File: src/rtl/core/ddrle_pkg.sv
// ============================================================================
// ddrle_pkg - shared types and constants for the decimal digit RLE unit
// Holds the digit-split constants, the run length cap and the queue entry type
// used by the front end, the digit queue and the back end.
// ============================================================================
package ddrle_pkg;

    // Stream sizing
    localparam int MAX_ITEMS   = 128;
    localparam int COUNT_LIMIT = 2047;
    localparam int RUN_CAP_INT = (10 * MAX_ITEMS > COUNT_LIMIT) ? COUNT_LIMIT : 10 * MAX_ITEMS;

    // Field widths
    localparam int VALUE_W = 31;
    localparam int DIGIT_W = 4;
    localparam int COUNT_W = 11;

    localparam logic [COUNT_W-1:0] RUN_CAP = COUNT_W'(RUN_CAP_INT);

    // Digit split: floor(v / 10) == (v * DIV10_MUL) >> DIV10_SHIFT for 32-bit v
    localparam int          MAX_DIGITS  = 10;
    localparam int          DIG_IDX_W   = $clog2(MAX_DIGITS);
    localparam logic [31:0] DIV10_MUL   = 32'hCCCC_CCCD;
    localparam int          DIV10_SHIFT = 35;
    localparam int          PROD_W      = VALUE_W + 32;
    localparam int          QUOT_W      = PROD_W - DIV10_SHIFT;

    // Digit queue
    localparam int FIFO_DEPTH = 4;
    localparam int FIFO_AW    = $clog2(FIFO_DEPTH);

    // One digit in flight from front to back; flush marks the final digit of a stream
    typedef struct packed {
        logic [DIGIT_W-1:0] digit;
        logic               flush;
    } ddrle_digit_t;

    // Front end sequencer states
    typedef enum logic [2:0] {
        FR_IDLE = 3'b001,
        FR_CONV = 3'b010,
        FR_PUSH = 3'b100
    } ddrle_front_state_t;

endpackage

File: src/rtl/core/ddrle_back.sv
// ============================================================================
// ddrle_back - run tracking and pair emission
// Takes one digit per cycle from the queue when the output is free and no
// flush is pending, extends or closes the open run and drives the output
// register. A flush digit closing an older run leaves the final pair pending.
// ============================================================================
module ddrle_back (
    input  logic                            aclk,
    input  logic                            aresetn,
    // digit queue read side
    input  ddrle_pkg::ddrle_digit_t         pop_data,
    input  logic                            empty,
    output logic                            pop,
    // output stream
    output logic                            m_tvalid,
    input  logic                            m_tready,
    output logic [ddrle_pkg::DIGIT_W-1:0]   m_digit,
    output logic [ddrle_pkg::COUNT_W-1:0]   m_run_length,
    output logic                            m_last
);

    logic [ddrle_pkg::DIGIT_W-1:0] run_digit_reg, run_digit_next;
    logic [ddrle_pkg::COUNT_W-1:0] run_count_reg, run_count_next;
    logic                          run_open_reg, run_open_next;
    logic                          flush_pend_reg, flush_pend_next;

    logic                          m_valid_reg, m_valid_next;
    logic [ddrle_pkg::DIGIT_W-1:0] out_digit_reg, out_digit_next;
    logic [ddrle_pkg::COUNT_W-1:0] out_len_reg, out_len_next;
    logic                          out_last_reg, out_last_next;

    logic                          out_free;
    logic                          load;
    logic                          extend;
    logic [ddrle_pkg::COUNT_W-1:0] cnt_inc;

    assign out_free = !m_valid_reg || m_tready;
    assign extend   = run_open_reg && (pop_data.digit == run_digit_reg)
                      && (run_count_reg < ddrle_pkg::RUN_CAP);
    assign cnt_inc  = run_count_reg + 1'b1;
    assign pop      = out_free && !flush_pend_reg && !empty;

    // run update and pair selection
    always_comb begin
        run_digit_next  = run_digit_reg;
        run_count_next  = run_count_reg;
        run_open_next   = run_open_reg;
        flush_pend_next = flush_pend_reg;
        load            = 1'b0;
        out_digit_next  = out_digit_reg;
        out_len_next    = out_len_reg;
        out_last_next   = out_last_reg;

        if (out_free && flush_pend_reg) begin
            // final pair of a stream after an older run closed
            load            = 1'b1;
            out_digit_next  = run_digit_reg;
            out_len_next    = run_count_reg;
            out_last_next   = 1'b1;
            run_digit_next  = '0;
            run_count_next  = '0;
            run_open_next   = 1'b0;
            flush_pend_next = 1'b0;
        end else if (pop) begin
            if (extend) begin
                if (pop_data.flush) begin
                    load           = 1'b1;
                    out_digit_next = run_digit_reg;
                    out_len_next   = cnt_inc;
                    out_last_next  = 1'b1;
                    run_digit_next = '0;
                    run_count_next = '0;
                    run_open_next  = 1'b0;
                end else begin
                    run_count_next = cnt_inc;
                end
            end else if (run_open_reg) begin
                // close the old run, open a new one
                load            = 1'b1;
                out_digit_next  = run_digit_reg;
                out_len_next    = run_count_reg;
                out_last_next   = 1'b0;
                run_digit_next  = pop_data.digit;
                run_count_next  = ddrle_pkg::COUNT_W'(1);
                run_open_next   = 1'b1;
                flush_pend_next = pop_data.flush;
            end else if (pop_data.flush) begin
                // single digit stream end with nothing open
                load           = 1'b1;
                out_digit_next = pop_data.digit;
                out_len_next   = ddrle_pkg::COUNT_W'(1);
                out_last_next  = 1'b1;
                run_digit_next = '0;
                run_count_next = '0;
                run_open_next  = 1'b0;
            end else begin
                run_digit_next = pop_data.digit;
                run_count_next = ddrle_pkg::COUNT_W'(1);
                run_open_next  = 1'b1;
            end
        end

        if (load) begin
            m_valid_next = 1'b1;
        end else if (m_tready) begin
            m_valid_next = 1'b0;
        end else begin
            m_valid_next = m_valid_reg;
        end
    end

    // control registers
    always_ff @(posedge aclk) begin
        if (!aresetn) begin
            run_digit_reg  <= '0;
            run_count_reg  <= '0;
            run_open_reg   <= 1'b0;
            flush_pend_reg <= 1'b0;
            m_valid_reg    <= 1'b0;
        end else begin
            run_digit_reg  <= run_digit_next;
            run_count_reg  <= run_count_next;
            run_open_reg   <= run_open_next;
            flush_pend_reg <= flush_pend_next;
            m_valid_reg    <= m_valid_next;
        end
    end

    // output payload
    always_ff @(posedge aclk) begin
        out_digit_reg <= out_digit_next;
        out_len_reg   <= out_len_next;
        out_last_reg  <= out_last_next;
    end

    assign m_tvalid     = m_valid_reg;
    assign m_digit      = out_digit_reg;
    assign m_run_length = out_len_reg;
    assign m_last       = out_last_reg;

endmodule

File: config.mk
export PLATFORM = sky130hd
export DESIGN_NAME = ddrle_back
export DESIGN_NICKNAME = d
export VERILOG_FILES = /design/src/rtl/core/ddrle_pkg.sv /design/src/rtl/core/ddrle_back.sv
export SDC_FILE = /design/constraint.sdc
export NUM_CORES = 1
export LEC_CHECK = 0
export ABC_AREA = 1
export BUFFER_PORTS_ARGS = -buffer_cell sky130_fd_sc_hd__buf_2
export CELL_PAD_IN_SITES_DETAIL_PLACEMENT = 1
export CELL_PAD_IN_SITES_GLOBAL_PLACEMENT = 2
export CORE_AREA = 10 10 79 94
export DETAILED_ROUTE_END_ITERATION = 8
export DIE_AREA = 0 0 89 104
export GPL_TIMING_DRIVEN = 1
export MAX_ROUTING_LAYER = met4
export PLACE_DENSITY_LB_ADDON = 0.1
export SYNTH_ARGS = -nofsm -noshare
export SYNTH_HDL_FRONTEND = slang
export SYNTH_SLANG_ARGS = --single-unit
File: constraint.sdc
create_clock -name aclk -period 2.2 [get_ports aclk]
set_input_delay 0.22 -clock aclk [delete_from_list [all_inputs] [get_ports aclk]]
set_output_delay 0.22 -clock aclk [all_outputs]
set_load 0.005 [all_outputs]
==> reports/metrics.yaml <==
yosysSeqAreaShare_pct: 46.5
yosysMostFrequentCell: "nand2_1"
rows: 30
path_clk_slew_ns: 0.07
outcome: "finished clean"
post-place-ws_ns: 0.594
syn_to_final_growth_pct: 18.3
start_util_pct: 31.9
synthTopCellsByArea: "edfxtp_1, dfxtp_1, nand2_1, a21oi_1, inv_1"
clock_path_buffers: 2
async_flop_share_pct: 0
grt_util_met1_pct: 13.3
clkLatencyLatePin_ns: 0.29
cts_tree: "built"
cts_buffers: 5
r2r-start: "run_count_reg[8]"
grtUsageMet2_pct: 18.5
finalNetCount: 265
htreeDepth: 2
synth_edf_count: 15
drcViolationCount: 0
die_x_um: 89
crit_fanout: 10
io_buffers: 26
drtPass1Iterations: 4
grtUsageMet3_pct: 2.12
core_mm2: 0.00559
fin_crit_sh_pct: 72.4
max-cap-violations: 0
timing.final.ws_setup_ns: 0.608
antenna_found_initial: 0
grt_max_degree: 13
cts_hold_buffers: 0
syn_inst: 220
drt_wl_total_um: 4770
cp-startpoint: "run_count_reg[8]"
rr_endpoint: "m_run_length[0]"
cp_cell_sequence: "nor2_1 -> nor2_1 -> nor2_4 -> nand3_4 -> nand3_1 -> nand3_1 -> buf_4"
r2r_setup_slack_ns: 0.61
period_minus_slack_ns: 1.59
postLayoutCellArea_mm2: 0.00211
cp-end-kind: "flop"
yosys.area.top_type_share_pct: 25.2
viasPerCell: 4.78
leakagePower_uw: 0.000866
setup_tns_ns: 0
drive_gt1_share_pct: 23.4
critical-path-slowest-cell: "dfxtp_1"
dieHeight_um: 104
synth_common_cells: "nand2_1, inv_1, dfxtp_1"
gp_congestion: 0.724
drv_slew: 0
cts-root-buf: "clkbuf_8"
rsz0062_at_grt: "false"
synth_top_cell_by_area: "edfxtp_1"
cpPeakStageDelay_ns: 0.40
cp-endpoint: "m_run_length[0]"
grt_pass1_vias: 1611
grt_most_used_layer: "met2"
cts_resized: 0
worstSetupPathType: "flop to flop"
cp.required_ns: 2.19
synth_cell_types: 27
finalPower_uw: 1400
ios: 27
grt_first_pass_wirelength_um: 8030
reg2reg_depth: 7
wl_per_cell_um: 14.9
power.density_mw_per_mm2: 665
num_antenna_cells: 0
worstPathArrival_ns: 1.58
drt.antenna.violating_nets: 0
ir_drop_uv: 228
vias: 1528
dp_hpwl_um: 3730
max_freq_ghz: 0.628
drtIter0Drc: 90
grt_use_total_pct: 11.3
setup_viol: 0
postSynthAreaPerCell_um2: 8.12
yosys_most_used_dff: "dfxtp_1"
finalHoldViolations: 0
tightest_slew_ns: 0.542
synth_fp_nets: 230
hp-class: "input pin to flop"
maxSlewHeadroom_pct: 63.8
ys_warn_count: 0
grt.overflow.total: 0
synth-seq-cells: 34
skew_ns: 0.00796
clock_sinks: 34
start_kind: "flop"
dieArea_mm2: 0.00926
synth_area_mm2: 0.00179
post-cts-setup-buffers: 0
place_area_mm2: 0.00202
worst max-delay path: cells and delay by family (launching register included):
family	cells	cell delay [ns]
DFF	1	0.40
buffers and inverters	1	0.20
and+or+nand+nor	6	0.70
report_power, final:
| part | internal (uW) | total (uW) | switching (uW) | leakage, uW |
|---|---|---|---|---|
| sequential | 704 | 719 | 15.6 | 0.000300 |
| clock | 253 | 479 | 226 | 0.0000482 |
| combinational | 72.4 | 206 | 134 | 0.000517 |
worst min-delay path by stage:
stage / endpoint / slack (ns) / depth (start not counted) / startpoint
floorplan: m_tvalid / 0.32 / 2 / aresetn
global placement: m_tvalid / 0.44 / 3 / aresetn
detailed placement: m_tvalid / 0.45 / 3 / aresetn
CTS: m_tvalid / 0.16 / 3 / aresetn
global route: m_tvalid / 0.16 / 3 / aresetn
finish: m_tvalid / 0.15 / 3 / aresetn
kinds of logic after synthesis:
family                     synth area share (%)
AOI/OAI and AO/OA                          10.7
xor gates and xnor gates                   2.94
adders and majority gates                 0.701
buffers and inverters                      6.87
DFF                                        46.5
and+or+nand+nor                            32.2
final cells by class:
type	count	area, um^2
Timing Repair Buffer	32	175
Fill cell	713	3480
Tap cell	64	80.1
Clock buffer	7	86.3
Multi-Input combinational cell	156	832
Sequential cell	34	831
Clock inverter	1	5.00
Inverter	26	103
routing by layer:
layer  wire length, um  part of all wire (%)
met4                69                   1.4
met1              2200                    46
met2              2400                    50
met5                 0                     0
met3                97                   2.0
layout by cell type, fill, tap and decap left out, drive strengths merged:
master,instances
nand2,72
buf,32
inv,25
dfxtp,19
a21oi,18
nand3,18
edfxtp,15
nor2,15
o21ai,15
nand4,9
clkbuf,7
xor2,6
clkinv,2
o21bai,1
nand3b,1
ha,1
through the flow:
stage | std cells | hold slack, ns | util (%)
after floorplan | 220 | 0.318 | -
after global placement | 312 | 0.440 | 36.1
after detailed placement | 312 | 0.452 | 36.1
after CTS | 320 | 0.158 | 37.8
after global routing | 320 | 0.161 | 37.8
final | 320 | 0.149 | 37.8
Power figures use the tool's default switching activity.
