[src/rtl/core/ddrle_pkg.sv]
// ============================================================================
// ddrle_pkg - shared types and constants for the decimal digit RLE unit
// Holds the digit-split constants, the run length cap and the queue entry type
// used by the front end, the digit queue and the back end.
// ============================================================================
package ddrle_pkg;

    // Stream sizing
    localparam int MAX_ITEMS   = 128;
    localparam int COUNT_LIMIT = 2047;
    localparam int RUN_CAP_INT = (10 * MAX_ITEMS > COUNT_LIMIT) ? COUNT_LIMIT : 10 * MAX_ITEMS;

    // Field widths
    localparam int VALUE_W = 31;
    localparam int DIGIT_W = 4;
    localparam int COUNT_W = 11;

    localparam logic [COUNT_W-1:0] RUN_CAP = COUNT_W'(RUN_CAP_INT);

    // Digit split: floor(v / 10) == (v * DIV10_MUL) >> DIV10_SHIFT for 32-bit v
    localparam int          MAX_DIGITS  = 10;
    localparam int          DIG_IDX_W   = $clog2(MAX_DIGITS);
    localparam logic [31:0] DIV10_MUL   = 32'hCCCC_CCCD;
    localparam int          DIV10_SHIFT = 35;
    localparam int          PROD_W      = VALUE_W + 32;
    localparam int          QUOT_W      = PROD_W - DIV10_SHIFT;

    // Digit queue
    localparam int FIFO_DEPTH = 4;
    localparam int FIFO_AW    = $clog2(FIFO_DEPTH);

    // One digit in flight from front to back; flush marks the final digit of a stream
    typedef struct packed {
        logic [DIGIT_W-1:0] digit;
        logic               flush;
    } ddrle_digit_t;

    // Front end sequencer states
    typedef enum logic [2:0] {
        FR_IDLE = 3'b001,
        FR_CONV = 3'b010,
        FR_PUSH = 3'b100
    } ddrle_front_state_t;

endpackage

[src/rtl/core/ddrle_fifo.sv]
// ============================================================================
// ddrle_fifo - short digit queue between front and back
// Register-based FIFO so that digit split and pair emission stall apart.
// ============================================================================
module ddrle_fifo (
    input  logic                    aclk,
    input  logic                    aresetn,
    input  logic                    push,
    input  ddrle_pkg::ddrle_digit_t push_data,
    output logic                    full,
    input  logic                    pop,
    output ddrle_pkg::ddrle_digit_t pop_data,
    output logic                    empty
);

    ddrle_pkg::ddrle_digit_t         mem_reg [ddrle_pkg::FIFO_DEPTH];
    logic [ddrle_pkg::FIFO_AW-1:0]   wr_ptr_reg, wr_ptr_next;
    logic [ddrle_pkg::FIFO_AW-1:0]   rd_ptr_reg, rd_ptr_next;
    logic [ddrle_pkg::FIFO_AW:0]     count_reg, count_next;
    logic                            do_push, do_pop;

    assign full     = (count_reg == (ddrle_pkg::FIFO_AW+1)'(ddrle_pkg::FIFO_DEPTH));
    assign empty    = (count_reg == '0);
    assign do_push  = push && !full;
    assign do_pop   = pop && !empty;
    assign pop_data = mem_reg[rd_ptr_reg];

    // pointer and fill count update
    always_comb begin
        wr_ptr_next = do_push ? wr_ptr_reg + 1'b1 : wr_ptr_reg;
        rd_ptr_next = do_pop  ? rd_ptr_reg + 1'b1 : rd_ptr_reg;
        count_next  = count_reg;
        if (do_push && !do_pop) begin
            count_next = count_reg + 1'b1;
        end else if (do_pop && !do_push) begin
            count_next = count_reg - 1'b1;
        end
    end

    always_ff @(posedge aclk) begin
        if (!aresetn) begin
            wr_ptr_reg <= '0;
            rd_ptr_reg <= '0;
            count_reg  <= '0;
        end else begin
            wr_ptr_reg <= wr_ptr_next;
            rd_ptr_reg <= rd_ptr_next;
            count_reg  <= count_next;
        end
    end

    // storage
    always_ff @(posedge aclk) begin
        if (do_push) begin
            mem_reg[wr_ptr_reg] <= push_data;
        end
    end

endmodule

[config.mk]
export PLATFORM = sky130hd
export DESIGN_NAME = ddrle_fifo
export DESIGN_NICKNAME = d
export VERILOG_FILES = /design/src/rtl/core/ddrle_pkg.sv /design/src/rtl/core/ddrle_fifo.sv
export SDC_FILE = /design/constraint.sdc
export NUM_CORES = 1
export LEC_CHECK = 0
export CAP_MARGIN = 25
export CORE_MARGIN = 2
export CORE_UTILIZATION = 45
export CTS_BUF_LIST = sky130_fd_sc_hd__clkbuf_16
export DETAILED_ROUTE_END_ITERATION = 8
export DONT_BUFFER_PORTS = 1
export GPL_ROUTABILITY_DRIVEN = 0
export PLACE_DENSITY_LB_ADDON = 0.3
export SYNTH_ARGS = -nofsm -noshare
export SYNTH_HDL_FRONTEND = slang
export SYNTH_SLANG_ARGS = --single-unit
export TNS_END_PERCENT = 30
[constraint.sdc]
create_clock -name aclk -period 6.3 [get_ports aclk]
set_input_delay 0.315 -clock aclk [delete_from_list [all_inputs] [get_ports aclk]]
set_output_delay 0.315 -clock aclk [all_outputs]
set_load 0.03 [all_outputs]
==> results of run 1 <==
[synthesized netlist by cell type, drive strengths merged]
cell | n | area share
a21boi | 1 | 0.0062
and2 | 8 | 0.041
buf | 2 | 0.013
clkbuf | 1 | 0.0031
dfxtp | 9 | 0.15
edfxtp | 20 | 0.50
fa | 1 | 0.017
ha | 5 | 0.052
inv | 3 | 0.0093
mux2i | 3 | 0.025
mux4 | 5 | 0.093
nand2 | 4 | 0.012
nor2b | 2 | 0.010
nor3 | 1 | 0.0041
nor3b | 1 | 0.010
o21ai | 1 | 0.0041
o311ai | 1 | 0.0073
o31ai | 1 | 0.010
or3 | 1 | 0.0052
xnor2 | 3 | 0.022
xor2 | 1 | 0.0073
[cell usage in the layout (no fill, tap or decap)]
cell type	Yosys	routed
or3_1	1	1
fa_1	1	1
nor3_1	1	1
inv_1	3	5
clkinv_1	0	1
o31ai_2	1	1
o311ai_1	1	1
nand2_1	4	4
mux4_2	5	5
xor2_1	1	1
mux2i_1	3	3
ha_1	5	5
clkbuf_16	0	5
o21ai_0	1	1
a21boi_1	1	1
xnor2_1	3	3
nor2b_1	2	2
edfxtp_1	20	20
and2_1	8	8
dfxtp_1	9	9
nor3b_2	1	1
[cells by family after synthesis]
kind of cell             after synthesis  share of synthesized area
AO/OA/AOI/OAI                          4                    0.02798
multiplexers                           8                     0.1181
adder cells (fa/ha/maj)                6                    0.06839
flip-flops                            29                     0.6466
buffers and inverters                  6                    0.02590
XOR/XNOR                               4                    0.02902
AND/OR/NAND/NOR                       17                    0.08393
[final cells by class]
cell class | count | share of cell area
Sequential cell | 29 | 0.5735
Multi-Input combinational cell | 39 | 0.2904
Clock buffer | 5 | 0.09191
Tap cell | 30 | 0.02757
Clock inverter | 3 | 0.008272
Inverter | 3 | 0.008272
[where the power goes]
group,internal (mW),switching (mW)
logic,0.0649,0.0884
clock network,0.141,0.0702
registers,0.237,0.0310
[routing by layer]
metal | track usage | routed length, um | vias up
li1 | - | - | 275
met3 | 0.08605 | 125 | 4
met4 | 0.06272 | 23 | 0
met2 | 0.1667 | 773 | 17
met1 | 0.1512 | 732 | 261
met5 | 0 | 0 | -
[how the worst min path moves through the flow]
| stage | from | end | slack [ns] | cells after the start |
|---|---|---|---|---|
| final | push_data[3] | mem_reg[0][3]$_DFFE_PP_ | 0.14 | 0 |
| after CTS | push_data[3] | mem_reg[3][3]$_DFFE_PP_ | 0.13 | 0 |
| after floorplan | push_data[0] | mem_reg[0][0]$_DFFE_PP_ | 0.41 | 0 |
| after global routing | push_data[1] | mem_reg[0][1]$_DFFE_PP_ | 0.13 | 0 |
| after global placement | push_data[2] | mem_reg[0][2]$_DFFE_PP_ | 0.41 | 0 |
| after detailed placement | push_data[3] | mem_reg[3][3]$_DFFE_PP_ | 0.41 | 0 |
[stage by stage]
step,util,cell area [um2],cells
after floorplan,-,1207,74
after global placement,0.4900,1225,101
after detailed placement,0.4900,1225,101
after CTS,0.5445,1361,109
after global routing,0.5445,1361,109
final,0.5445,1361,109
[worst reg2reg max path, delay by kind of cell, from the launching register on]
| kind | cells | cell delay (ns) |
|---|---|---|
| compound gates | 1 | 0.14 |
| xor+xnor | 1 | 0.16 |
| fa+ha+maj | 2 | 0.65 |
| buf+inv | 1 | 0.06 |
| flops | 1 | 0.47 |
| simple gates | 3 | 0.90 |
==> flow_summary.ini, run 1 <==
[clock_tree]
cts_resized = 0
clkTransAtPathRegs_ns = 0.05
cts_hold_buf = 0
cts_setup_buffers = 0
cts_tree = yes
cts_buffers = 5
clockBufferDepth = 2
ctsHtreeMaxLevel = 2
clock_latency_ns = 0.27
root_buffer = clkbuf_16
numClockSinks = 29

[logic_synthesis]
synth_nets = 89
synth.avg_cell_area_um2 = 16.32
yosys.cell_types.count = 22
yosysWarnings = 0
ys_seq_elements = 29
ys_seq_area_frac = 0.6466
syn_area_um2 = 1207
syn_inst = 74

[timing]
finalWorstSetupSlack_ns = 3.862
period_minus_slack_ns = 2.438
fin_setup_tns_ns = 0
post-route-period-util = 0.3870
fin_worst_skew_ns = 0.006871
worst_pin_slew_ns = 0.8925
drv_slew = 0
maxSlewHeadroom = 0.4004
timing.fmax_mhz = 410.1
setup_viol = 0
hold_viol = 0
hold_slack_ns = 0.1378
rsz0062_at_grt = false

[setup_path]
crit_family = simple AND/OR/NAND/NOR gates
regToRegStartpoint = count_reg[1]$_SDFFE_PN0P_
cp-start-kind = flip-flop
cp_num_cells = 8
required_ns = 6.50
rrSetupSlack_ns = 3.86
crit_path_end_kind = flip-flop
r2r-end = count_reg[2]$_SDFFE_PN0P_
max_stage_delay_ns = 0.47
worstPathCellList = nor3b_2 -> nor2b_1 -> ha_1 -> inv_1 -> fa_1 -> xor2_1 -> or3_1 -> a21boi_1
worstSetupPathType = flip-flop to flip-flop
cp.buffers_inverters = 1
slowest_stage = dfxtp_1
crit_start = count_reg[1]$_SDFFE_PN0P_
cp-endpoint = count_reg[2]$_SDFFE_PN0P_
worstPathArrival_ns = 2.64
worstPathMaxFanout = 7
rr_worst_depth = 8

[die]
start_util = 0.4830
fp.coreArea_um2 = 2500
dieHeight_um = 55.80
fp.dieW_um = 55.80
ios = 16
die_area_um2 = 3114
num_rows = 18

[routing]
vias_per_cell = 5.110
drt_iter0_drc = 20
avgRoutedWirePerCell_um = 15.18
firstDrtPassIters = 4
vias = 557
drc = 0
drtAntennaViolNets = 0
drt-total-wl_mm = 1.655

[outcome]
outcome = completed

[global_routing]
track_usage = 0.1249
antenna_found_initial = 0
first_global_vias = 544
grt_pass1_wl_mm = 2.725
grt_max_degree = 11
grt_overflow = 0

[hold_path]
hp-class = input port to flip-flop

[layout]
n_antenna_cell = 0
fin_nets = 93
fill_cells = 196
register_area_um2 = 780.7
drive_above_1_share = 0.1519
multi_input_area_um2 = 395.4
largest_reg_flops = 20
area_growth_pct = 12.75

[pwr]
max-vdd-ir-drop_uv = 308.3
p_leak_nw = 0.4900
total_power_uw = 632.3
p_per_area_nw_per_um2 = 464.5

[placement]
dp_hpwl_mm = 1.165
io_buffers = 0
pre_cts_ws_ns = 3.834

[flow_run]
maxCapViolations = 0
Power figures use the tool's default switching activity.
==> run 2, diff against run 1 <==
clock period = 2 ns   (was 6.3 ns; I/O delays follow)
==> flow_summary.ini, run 2 (synthesis gave the netlist of run 1 again) <==
[setup_path]
rr_worst_depth = 7
max_stage_delay_ns = 0.37
worstSetupPathType = flip-flop to flip-flop
worstPathCellList = o31ai_4 -> ha_2 -> inv_1 -> fa_2 -> xor2_1 -> or3_1 -> a21boi_1
worstPathArrival_ns = 2.13
required_ns = 2.20
crit_path_end_kind = flip-flop
slowest_stage = dfxtp_4
worstPathMaxFanout = 5
cp-start-kind = flip-flop

[pwr]
power_frac_seq = 0.380
p_int_mw = 1.614
clock_power_share = 0.356
comb_power_share = 0.264
p_switching_uw = 654.4
p_per_area_nw_per_um2 = 1484
max-vdd-ir-drop_uv = 1163
swShare = 0.2885
p_leak_nw = 0.5590

[placement]
io_buffers = 0
dp_hpwl_mm = 1.341
post_dp_cell_area_um2 = 1275

[die]
die_area_um2 = 3114
dieHeight_um = 55.80
fp.coreArea_um2 = 2500
num_rows = 18
fp.dieW_um = 55.80
ios = 16
start_util = 0.4830

[timing]
fin_worst_skew_ns = 0.002772
worst_pin_slew_ns = 0.3315
period_minus_slack_ns = 1.933
fin_setup_tns_ns = 0
rsz0062_at_grt = false
maxSlewHeadroom = 0.7755
setup_viol = 0
hold_viol = 0
hold_slack_ns = 0.1986
post-route-period-util = 0.9663
timing.fmax_mhz = 517.4
drv_slew = 0

[global_routing]
grt_max_degree = 11
grt_pass1_wl_mm = 3.180
first_global_vias = 623
grt_overflow = 0
antenna_found_initial = 0
track_usage = 0.1463

[routing]
avgRoutedWirePerCell_um = 15.84
drtAntennaViolNets = 0
firstDrtPassIters = 2
vias_per_cell = 5.189
drt-total-wl_mm = 1.933
drc = 0
drt_iter0_drc = 5
vias = 633

[clock_tree]
cts_tree = yes
numClockSinks = 29
clkTransAtPathRegs_ns = 0.05
cts_buffers = 5
clockBufferDepth = 2
clock_latency_ns = 0.27
root_buffer = clkbuf_16
ctsHtreeMaxLevel = 2

[layout]
final_common_cell = edfxtp_1
largest_reg_flops = 20
layout_common_cells = 20 x edfxtp_1, 8 x and2_1, 7 x buf_4
fill_cells = 187
fin_nets = 106
final_area_um2 = 1529
drive_above_1_share = 0.2826
n_antenna_cell = 0
area_growth_pct = 26.63

[flow_run]
maxCapViolations = 0

[outcome]
outcome = completed

[hold_path]
min_path_cells = 3
hp-class = input port to flip-flop
-- run 2: path summary, 6_finish.rpt --
path	from	to	slack, ns
setup / recovery	count_reg[0]$_SDFFE_PN0P_	count_reg[2]$_SDFFE_PN0P_	0.07
hold / removal	pop	rd_ptr_reg[1]$_SDFFE_PN0P_	0.20
setup reg to reg	count_reg[0]$_SDFFE_PN0P_	count_reg[2]$_SDFFE_PN0P_	0.07
hold reg to reg	wr_ptr_reg[1]$_SDFFE_PN0P_	wr_ptr_reg[1]$_SDFFE_PN0P_	0.50
-- run 2: what timing repair did --
item	in CTS	in global routing
hold endpoints to repair	29	0
pin swaps	0	2
buffers inserted	0	2
gates resized for setup	2	2
setup endpoints to repair	1	1
hold buffers	6	0
-- run 2: worst max-delay path: cells and delay by family, from the launching register on --
family	cells	cell delay [ns]
and+or+nand+nor	1	0.32
DFF	1	0.37
AOI/OAI and AO/OA	2	0.42
adders and majority gates	2	0.55
xor gates and xnor gates	1	0.15
buffers and inverters	1	0.05
-- run 2: final cells by class --
type,instances,area [um2],share of cell area
Clock inverter,3,37.54,0.02455
Multi-Input combinational cell,39,417.9,0.2733
Clock buffer,5,125.1,0.08183
Sequential cell,29,787.0,0.5147
Timing Repair Buffer,13,112.6,0.07365
Tap cell,30,37.54,0.02455
Inverter,3,11.26,0.007365
-- run 2: power by group through the flow --
stage	sequential [mW]	clock, mW	combinational [mW]
final	0.862	0.808	0.598
after global routing	0.880	0.861	0.643
after global placement	0.859	0	0.543
after CTS	0.863	0.819	0.577
after detailed placement	0.866	0	0.551
after floorplan	0.823	0	0.482
-- run 2: metrics by stage --
step	std cells	utilization	total power, mW	worst slack (ns)
2_1_floorplan	74	-	1.304	0.001287
3_3_place_gp	106	0.5100	1.402	0.05302
3_5_place_dp	106	0.5100	1.416	-0.004936
4_1_cts	120	0.6036	2.259	0.02573
5_1_grt	122	0.6116	2.385	0.01020
6_report	122	0.6116	2.269	0.06734
-- run 2: layer usage --
metal | vias up | GRT usage | wire length, um
met1 | 312 | 0.1667 | 740
li1 | 302 | - | -
met2 | 13 | 0.2211 | 1039
met3 | 6 | 0.08140 | 114
met5 | - | 0 | 0
met4 | 0 | 0.07317 | 38
